File: src/rtl/core/rebc_pkg.sv
package rebc_pkg;

    localparam int TIME_W   = 64;
    localparam int QUIET_W  = 20;
    localparam int COUNT_W  = 32;
    localparam int IN_DATA_W  = 72;
    localparam int OUT_DATA_W = 64;

    localparam logic [QUIET_W-1:0] EDGE_QUIET_RESET   = 20'd1000;
    localparam logic [QUIET_W-1:0] BUTTON_QUIET_RESET = 20'd50000;

    typedef enum logic [1:0] {
        CMD_EDGE   = 2'd0,
        CMD_BUTTON = 2'd1,
        CMD_READ   = 2'd2,
        CMD_NONE   = 2'd3
    } cmd_t;

    typedef enum logic {
        REG_EDGE_QUIET   = 1'b0,
        REG_BUTTON_QUIET = 1'b1
    } reg_idx_t;

    // transition codes: {b_new, a_new, b_old, a_old}
    localparam logic [3:0] CODE_UP_0   = 4'd3;
    localparam logic [3:0] CODE_UP_1   = 4'd12;
    localparam logic [3:0] CODE_DOWN_0 = 4'd6;
    localparam logic [3:0] CODE_DOWN_1 = 4'd9;

    typedef struct packed {
        cmd_t              cmd;
        logic [TIME_W-1:0] time_us;
        logic              phase_a;
        logic              phase_b;
    } item_t;

endpackage

File: src/rtl/core/rebc_in_reg.sv
module rebc_in_reg (
    input  logic           clk,
    input  logic           rst_n,
    input  logic           in_valid,
    output logic           in_ready,
    input  rebc_pkg::item_t in_item,
    output logic           item_valid,
    input  logic           item_take,
    output rebc_pkg::item_t item
);
    import rebc_pkg::*;

    logic  valid_reg;
    item_t item_reg;

    assign in_ready   = !valid_reg || item_take;
    assign item_valid = valid_reg;
    assign item       = item_reg;

    always_ff @(posedge clk or negedge rst_n)
    begin
        if (!rst_n)
        begin
            valid_reg <= 1'b0;
        end
        else if (in_ready)
        begin
            valid_reg <= in_valid;
        end
    end

    always_ff @(posedge clk)
    begin
        if (in_ready && in_valid)
        begin
            item_reg <= in_item;
        end
    end

endmodule

File: src/rtl/core/rebc_core.sv
module rebc_core (
    input  logic                          clk,
    input  logic                          rst_n,
    input  logic                          cfg_we,
    input  rebc_pkg::reg_idx_t            cfg_index,
    input  logic [rebc_pkg::QUIET_W-1:0]  cfg_data,
    input  logic                          item_valid,
    output logic                          item_take,
    input  rebc_pkg::item_t               item,
    output logic                          out_valid,
    input  logic                          out_ready,
    output logic [rebc_pkg::COUNT_W-1:0]  out_position,
    output logic [rebc_pkg::COUNT_W-1:0]  out_presses
);
    import rebc_pkg::*;

    logic [QUIET_W-1:0] edge_quiet_reg;
    logic [QUIET_W-1:0] button_quiet_reg;

    logic [1:0]         prev_phase_reg,   prev_phase_next;
    logic [COUNT_W-1:0] net_steps_reg,    net_steps_next;
    logic [COUNT_W-1:0] press_total_reg,  press_total_next;
    logic [TIME_W-1:0]  last_edge_reg,    last_edge_next;
    logic [TIME_W-1:0]  last_press_reg,   last_press_next;

    logic               out_valid_reg;
    logic [COUNT_W-1:0] out_position_reg;
    logic [COUNT_W-1:0] out_presses_reg;

    logic [TIME_W:0]    edge_limit;
    logic [TIME_W:0]    press_limit;
    logic               edge_too_soon;
    logic               press_too_soon;
    logic [3:0]         code;
    logic               is_read;

    // limits kept one bit wider so the sum never wraps
    assign edge_limit  = {1'b0, last_edge_reg}  + {{(TIME_W+1-QUIET_W){1'b0}}, edge_quiet_reg};
    assign press_limit = {1'b0, last_press_reg} + {{(TIME_W+1-QUIET_W){1'b0}}, button_quiet_reg};
    assign edge_too_soon  = {1'b0, item.time_us} < edge_limit;
    assign press_too_soon = {1'b0, item.time_us} < press_limit;
    assign code = {item.phase_b, item.phase_a, prev_phase_reg};

    assign is_read   = (item.cmd == CMD_READ);
    assign item_take = item_valid && (!is_read || !out_valid_reg || out_ready);

    assign out_valid    = out_valid_reg;
    assign out_position = out_position_reg;
    assign out_presses  = out_presses_reg;

    always_comb
    begin
        prev_phase_next  = prev_phase_reg;
        net_steps_next   = net_steps_reg;
        press_total_next = press_total_reg;
        last_edge_next   = last_edge_reg;
        last_press_next  = last_press_reg;
        if (item_take)
        begin
            unique case (item.cmd)
                CMD_EDGE:
                begin
                    if (!edge_too_soon)
                    begin
                        case (code) inside
                            CODE_UP_0, CODE_UP_1:
                                net_steps_next = net_steps_reg + COUNT_W'(1);
                            CODE_DOWN_0, CODE_DOWN_1:
                                net_steps_next = net_steps_reg - COUNT_W'(1);
                            default:
                                net_steps_next = net_steps_reg;
                        endcase
                        prev_phase_next = code[3:2];
                    end
                    last_edge_next = item.time_us;
                end
                CMD_BUTTON:
                begin
                    if (!press_too_soon)
                    begin
                        press_total_next = press_total_reg + COUNT_W'(1);
                        last_press_next  = item.time_us;
                    end
                end
                CMD_READ:
                begin
                    net_steps_next   = '0;
                    press_total_next = '0;
                end
                default:
                begin
                end
            endcase
        end
    end

    always_ff @(posedge clk or negedge rst_n)
    begin
        if (!rst_n)
        begin
            edge_quiet_reg   <= EDGE_QUIET_RESET;
            button_quiet_reg <= BUTTON_QUIET_RESET;
            prev_phase_reg   <= '0;
            net_steps_reg    <= '0;
            press_total_reg  <= '0;
            last_edge_reg    <= '0;
            last_press_reg   <= '0;
            out_valid_reg    <= 1'b0;
        end
        else
        begin
            if (cfg_we)
            begin
                unique case (cfg_index)
                    REG_EDGE_QUIET:   edge_quiet_reg   <= cfg_data;
                    REG_BUTTON_QUIET: button_quiet_reg <= cfg_data;
                    default:          edge_quiet_reg   <= edge_quiet_reg;
                endcase
            end
            prev_phase_reg  <= prev_phase_next;
            net_steps_reg   <= net_steps_next;
            press_total_reg <= press_total_next;
            last_edge_reg   <= last_edge_next;
            last_press_reg  <= last_press_next;
            if (item_take && is_read)
            begin
                out_valid_reg <= 1'b1;
            end
            else if (out_ready)
            begin
                out_valid_reg <= 1'b0;
            end
        end
    end

    always_ff @(posedge clk)
    begin
        if (item_take && is_read)
        begin
            out_position_reg <= net_steps_reg;
            out_presses_reg  <= press_total_reg;
        end
    end

endmodule

File: src/rtl/core/rotary_encoder_with_button_counter.sv
// Quadrature encoder decoder with debounced button press counter.
// A read-and-clear transaction passes through the input register, then its result is
// captured in the result register and presented on the master side.
// Throughput: one transaction per cycle while no read-and-clear waits on an untaken result,
// set by the state update (64-bit quiet-gap add and compare feeding the counters).
// Reset (rst_n, async, active low): counters, timestamps and phase cleared,
// quiet gaps back to 1000 us (edge) and 50000 us (button), pipeline emptied.
module rotary_encoder_with_button_counter (
    input  logic                             clk,
    input  logic                             rst_n,
    // configuration write port
    input  logic                             cfg_we,
    input  logic                             cfg_index,
    input  logic [rebc_pkg::QUIET_W-1:0]     cfg_data,
    // event stream in
    input  logic                             s_tvalid,
    output logic                             s_tready,
    input  logic [rebc_pkg::IN_DATA_W-1:0]   s_tdata,  // time_us[63:0], phase_a[64], phase_b[65], zero pad
    input  logic [1:0]                       s_tuser,  // cmd[1:0]
    // result stream out
    output logic                             m_tvalid,
    input  logic                             m_tready,
    output logic [rebc_pkg::OUT_DATA_W-1:0]  m_tdata   // position_count[31:0], press_count[63:32]
);
    import rebc_pkg::*;

    item_t in_item;
    item_t item;
    logic  item_valid;
    logic  item_take;
    logic [COUNT_W-1:0] out_position;
    logic [COUNT_W-1:0] out_presses;

    // unpack the incoming transaction; pad bits are dropped
    assign in_item.cmd     = cmd_t'(s_tuser);
    assign in_item.time_us = s_tdata[TIME_W-1:0];
    assign in_item.phase_a = s_tdata[TIME_W];
    assign in_item.phase_b = s_tdata[TIME_W+1];

    // input register: decouples the slave side from the state update, and
    // keeps accepting edge and button transactions while a result waits on
    // the master side; a second read-and-clear holds here until it is taken
    rebc_in_reg u_in_reg (
        .clk        (clk),
        .rst_n      (rst_n),
        .in_valid   (s_tvalid),
        .in_ready   (s_tready),
        .in_item    (in_item),
        .item_valid (item_valid),
        .item_take  (item_take),
        .item       (item)
    );

    // state update and result register; a read-and-clear only stalls
    // when the previous result has not been taken yet
    rebc_core u_core (
        .clk          (clk),
        .rst_n        (rst_n),
        .cfg_we       (cfg_we),
        .cfg_index    (reg_idx_t'(cfg_index)),
        .cfg_data     (cfg_data),
        .item_valid   (item_valid),
        .item_take    (item_take),
        .item         (item),
        .out_valid    (m_tvalid),
        .out_ready    (m_tready),
        .out_position (out_position),
        .out_presses  (out_presses)
    );

    assign m_tdata = {out_presses, out_position};

endmodule
File: config.mk
export PLATFORM = sky130hd
export DESIGN_NAME = rotary_encoder_with_button_counter
export DESIGN_NICKNAME = d
export VERILOG_FILES = /design/src/rtl/core/rebc_pkg.sv /design/src/rtl/core/rebc_in_reg.sv /design/src/rtl/core/rebc_core.sv /design/src/rtl/core/rotary_encoder_with_button_counter.sv
export SDC_FILE = /design/constraint.sdc
export NUM_CORES = 1
export LEC_CHECK = 0
export ABC_CLOCK_PERIOD_IN_PS = 4800
export BUFFER_PORTS_ARGS = -buffer_cell sky130_fd_sc_hd__buf_2
export CAP_MARGIN = 20
export CORE_MARGIN = 3
export CORE_UTILIZATION = 50
export CTS_CLUSTER_DIAMETER = 60
export DETAILED_ROUTE_END_ITERATION = 8
export PLACE_DENSITY = 0.71
export SETUP_SLACK_MARGIN = 0.1
export SYNTH_ARGS = -nofsm -noshare
export SYNTH_HDL_FRONTEND = slang
export SYNTH_SLANG_ARGS = --single-unit
File: constraint.sdc
create_clock -name clk -period 4.8 [get_ports clk]
set_input_delay 0.72 -clock clk [delete_from_list [all_inputs] [get_ports clk]]
set_output_delay 0.72 -clock clk [all_outputs]
set_load 0.03 [all_outputs]
Yosys cells after proc, flatten, opt, wreduce, memory -nomap -nowiden:

Index checks and enable logic that the tools add are counted.

* add/subtract/negate cells: 5
* order comparisons: 2
* equality and inequality tests: 9
* muxes and demuxes: 8
* bitwise logic cells: 3
* reduce and logical (&&, ||, !) cells: 22

Operators with widths (number)
* adder 64 x 20 -> 65 bit: 2
* < comparator 64 x 65 -> 1 bit: 2
* 2-to-1 mux 32 bit: 4
* case mux 32 bit (2 select lines): 2
* adder 32 x 1 -> 32 bit (second input constant): 2
* subtractor 32 x 1 -> 32 bit (second input constant): 1
* AND reduction 3 bit: 3
* equality test 4 bit (second input constant): 2
* AND reduction 2 bit: 3
* nonzero test 2 bit: 3
* equality test 4 x 2 -> 1 bit (second input constant): 1
* equality test 4 x 3 -> 1 bit (second input constant): 1
* != test 2 bit (second input constant): 2
* AND reduction 4 bit: 1
* OR reduction 2 bit: 2
* logical AND 1 bit: 3
* zero test 1 bit: 3
* logical OR 1 bit: 3
* != test 3 x 1 -> 1 bit (second input constant): 1
* inverter 1 bit: 3
* equality test 2 x 1 -> 1 bit (second input constant): 1
* equality test 2 bit (second input constant): 1
* zero test 2 bit: 1
* 2-to-1 mux 1 bit: 2

* flip-flop bits (word level): 368
* input port bits: 100
* output and inout port bits: 66
* logic and storage cells: 64

Longest topological paths before layout:

* depth in word-level cells: 7
* depth in mapped cells: 27
* gate-level depth less buffers: 24

Cells and area by module:

A second synthesis with hierarchy kept.

* cell total of the unflattened synthesis: 1848
* area, all modules: 21069.0 um^2

By module, submodules not included
* rebc_core: instances 1, cells an instance 1776, area an instance 18973.2 um^2, sequential area each 7817.5 um^2
* rebc_in_reg: instances 1, cells an instance 72, area an instance 2095.8 um^2, sequential area each 2067.0 um^2

Least setup slack after synthesis:

OpenSTA, ideal clock, no wires.

* path type: register to register
* start: register u_core.last_press_reg[1]
* end: register u_core.press_total_reg[26]
* setup time: 0.124 ns
* data arrival time: 4.858 ns
* required time: 4.676 ns
* path slack: -0.182 ns
* cell stages (with the launch flop): 26
* buffers on the path: 3
* period minus slack after synthesis: 4.982 ns
* cell sequence: dfrtp_1 > ha_1 > a21o_1 > a21o_1 > a21oi_1 > o21ai_1 > a2111oi_2 > nor4_1 > o2111ai_1 > and2_1 > buf_6 > nor2_1 > xnor2_1 > ha_1 > a21o_1 > a21o_1 > a21oi_1 > o211ai_1 > a221o_1 > a311oi_1 > o21ai_0 > and3_4 > buf_6 > buf_6 > nor3b_1 > a211o_1

* cells in the longest elaborated chain, start to end: 4

RTL lines
* start, declared: RTL line rebc_core.sv:24 `logic [TIME_W-1:0] last_press_reg, last_press_next;`
* start signal, assigned: RTL line rebc_core.sv:124 `last_press_reg <= last_press_next;`
* adder 64 x 20 -> 65 bit: RTL line rebc_core.sv:39 `assign press_limit = {1'b0, last_press_reg} + {{(TIME_W+1-QUIET_W){1'b0}}, button_quiet_reg};`
* < comparator 64 x 65 -> 1 bit: RTL line rebc_core.sv:41 `assign press_too_soon = {1'b0, item.time_us} < press_limit;`
* != test 2 bit (no line)
* AND reduction 3 bit (no line)
* end signal, assigned: RTL line rebc_core.sv:122 `press_total_reg <= press_total_next;`
* end, declared: RTL line rebc_core.sv:22 `logic [COUNT_W-1:0] press_total_reg, press_total_next;`

Every way passes these cells.
A chain may end at the register's enable or synchronous reset.

Worst setup path in the final report:

* start: register u_core.last_press_reg[0]
* end: register u_core.last_press_reg[24]

* cells in the longest elaborated chain, start to end: 4

RTL lines (RTL line)
* adder 64 x 20 -> 65 bit: rebc_core.sv:39
* < comparator 64 x 65 -> 1 bit: rebc_core.sv:41
* inverter 1 bit (no line)
* AND reduction 3 bit (no line)

Every way passes these cells.

==> results.txt <==
status = complete, but fails checks
failing checks = negative setup slack
Chip Width = 212 um
max-slew violations = 0
Static Leak = 11.9 nW
Adder-Cell Fraction of Synth Area = 0.119
Post-route DRC = 0
initial antenna violation count = 0
CP Launch Type = register
#FFs+latches synth = 368
cts bufs inserted = 42
post-synthesis mux area share = 0.0886
Buf+Inv Stages, Crit Path = 5
final wirelength = 55.7 mm
CTS tree = yes
antenna-violating nets left = 0
Final min period = 5240 ps
Max-slew headroom = 0.435
grt ovf = 0
xor and xnor fraction of the mapped netlist area = 0.0613
hpwl dp = 39.0 mm
Power Density = 556 mW/mm^2
largest stage delay on the critical path = 360 ps
top-area cell type share of the netlist area = 0.263
Die ar. = 0.0451 mm^2
Arr. time, crit path = 5690 ps
Synth area leaders = dfrtp_1, edfxtp_1, ha_1
Post-Synth Simple-Gate Area = 0.123
EDFF count, synth = 132
max-cap violations = 0
Area Growth Syn to Fin = 26.1%
IO Port Bufs = 159
Mapped Area = 0.0213 mm^2
vias in the first global route = 16,600
max reg flops = 68
drt pass-1 iters = 7
first-pass GRT wire length = 87.3 mm
Synthesis Warnings = 0
cells after synthesis = 1,867
CTS max path bufs = 3
Slowest-stage cell, CP = dfrtp_1
hold crit path type = primary input to async pin
via-per-instance ratio = 5.86
final hold vios = 0
n_diodes = 0
largest net degree at the start of global routing = 96
RSZ-0062 raised after global routing = true
Wirelength per Cell = 19.7 um
Max Freq = 0.191 GHz
Setup CP Type = register to register
Die H = 212 um
kind of cell adding the most delay to the critical path = compound AO/OA/AOI/OAI gates
initial core utilization = 0.513
GRT Overall Usage = 0.241
Post-synth ARST share = 0.641
area leader, netlist = dfrtp_1
Core Rows = 74
Post-CTS Hold Buffers = 0
Most common cell on crit path = o21ai_2
non-filler cells, final = 2,825
Setup TNS = -45,820 ps
number of I/O pins = 166
Initial DRC Count = 1,131
top_reg_cell synth = dfrtp_1
Vias = 16,500
final net count = 2,559
Root Driver = clkbuf_16
utilization after layout = 0.647
critical-path maximum fanout = 7
VDD IR-drop max = 0.293 mV
Netlist cell types = 80
Placeable Area = 0.0415 mm^2
syn avg cell area = 11.4 um^2
Worst Tran Pin Value = 846 ps
CP Capture Type = register
Sink Count = 368
worst setup margin = -437 ps
Reg clk slew, reported paths = 60 ps
syn nets = 2,167
clk_skew = 15.7 ps
Worst Path Required = 5250 ps
H-tree depth = 2
Placed Cells = 2,695
period utilisation layout = 1.09
proportion of layout cells with a drive suffix above 1 = 0.345
largest family of logic cells by synthesized area = compound AO/OA/AOI/OAI gates
Final setup viols = 130
worst skew pair latency = 570 ps
global placer's final weighted congestion = 0.943
Seq/Total Area, Yosys = 0.464
Compound-Gate Fraction of Synth Area = 0.123
## repair_timing
action	in CTS	in global routing
cloned	5	9
setup endpoints to repair	130	130
pin swaps	78	27
resized for setup	123	63
setup buffers	24	14
## power by group
| group | switching (mW) | internal [mW] |
|---|---|---|
| registers | 0.699 | 3.99 |
| logic | 3.52 | 3.49 |
| clock network | 1.34 | 1.90 |
| total | 5.56 | 9.37 |
## worst reg2reg max path: stages (launching register included)
cell and delay [ps]:
dfrtp_1 360, ha_2 190, inv_2 40, fa_2 340, nor2b_1 140, o21ai_2 80
a21boi_2 170, o21ai_2 100, a211o_1 310, buf_4 150, buf_6 110, nand2_4 60
a21oi_2 60, o21bai_2 180, nand3_1 110, xor2_1 160, ha_1 300, a21o_1 170
a21o_1 190, a21oi_2 160, o21ai_2 90, a221o_1 320, a311oi_2 340, o21ai_4 100
and3_4 260, buf_12 170, clkbuf_16 170, mux2_4 300
## worst paths after layout
path / endpoint / cells after the start / startpoint / slack [ps]
max: u_core.last_press_reg[24] / 27 / u_core.last_press_reg[0] / -440
min: u_core.press_total_reg[24] / 1 / rst_n / 160
max reg2reg: u_core.last_press_reg[24] / 27 / u_core.last_press_reg[0] / -440
min reg2reg: u_core.out_position[27] / 0 / u_core.net_steps_reg[27] / 490
max in group asynchronous: u_core.last_press_reg[0] / 2 / rst_n / 3450
min in group clk: u_in_reg.item[34] / 1 / s_tdata[32] / 320
## cell type report
cell class	instances	area (um^2)
Clock buffer	55	1200
Clock inverter	23	199
Fill cell	3171	14600
Inverter	46	173
Multi-Input combinational cell	1405	11700
Sequential cell	368	9880
Tap cell	532	666
Timing Repair Buffer	396	3040
## stage by stage
stage	power (mW)	hold WS [ps]	area, um^2	setup WS, ps
3_3_place_gp	10.7	470	24000	-582
6_report	14.9	164	26800	-437
3_5_place_dp	11.0	474	24000	-768
4_1_cts	14.7	192	26300	-285
5_1_grt	15.9	227	26800	-616
2_1_floorplan	8.96	424	21300	116
## kinds of logic (layout without fill, tap and decap cells)
logic type,Yosys count,in the layout
AOI/OAI and AO/OA,388,388
muxes,168,168
adders and majority gates,200,200
buffers and inverters,94,520
and+or+nand+nor,500,500
xor gates and xnor gates,149,149
DFF,368,368
## cells in the mapped netlist, types with 6 or more instances
library cell / n
dfrtp_1: 224
a21o_1: 75
a211o_1: 17
o211ai_1: 11
clkbuf_1: 27
a31oi_1: 12
nand3_1: 63
a221o_1: 6
o21bai_1: 8
nor2_1: 72
and2_1: 9
nor3b_1: 14
nor4_1: 17
inv_1: 45
or2_2: 7
a211oi_1: 9
a21oi_1: 97
xor2_1: 69
nand2_1: 131
and4_1: 12
o21a_1: 22
nor3_1: 22
a31o_2: 7
nor2b_1: 15
ha_1: 197
buf_6: 10
buf_2: 9
dfstp_2: 12
or3_1: 8
o21ai_1: 12
o31ai_1: 14
edfxtp_1: 132
and3_1: 48
nand4_1: 47
mux2_2: 164
o21ai_0: 53
nand2b_1: 15
xnor2_1: 80
## routing by layer
| layer | GRT usage | vias up | wire length (um) |
|---|---|---|---|
| met2 | 0.400 | 493 | 26500 |
| met3 | 0.0288 | 120 | 2830 |
| li1 | - | 7781 | - |
| met5 | 0 | - | 0 |
| met1 | 0.329 | 8155 | 24400 |
| met4 | 0.0853 | 0 | 1920 |
## cells in the final DEF, fill, tap and decap left out, types with 53 or more instances in the layout
master     count
edfxtp_1     132
ha_1         193
a21oi_1       76
xnor2_1       78
dfrtp_1      224
mux2_2       159
nor2_1        64
buf_4        193
nand2_1      116
buf_2        158
clkbuf_16     53
nand3_1       61
xor2_1        67
a21o_1        74
Note: power is estimated with default switching activity, not from simulation.
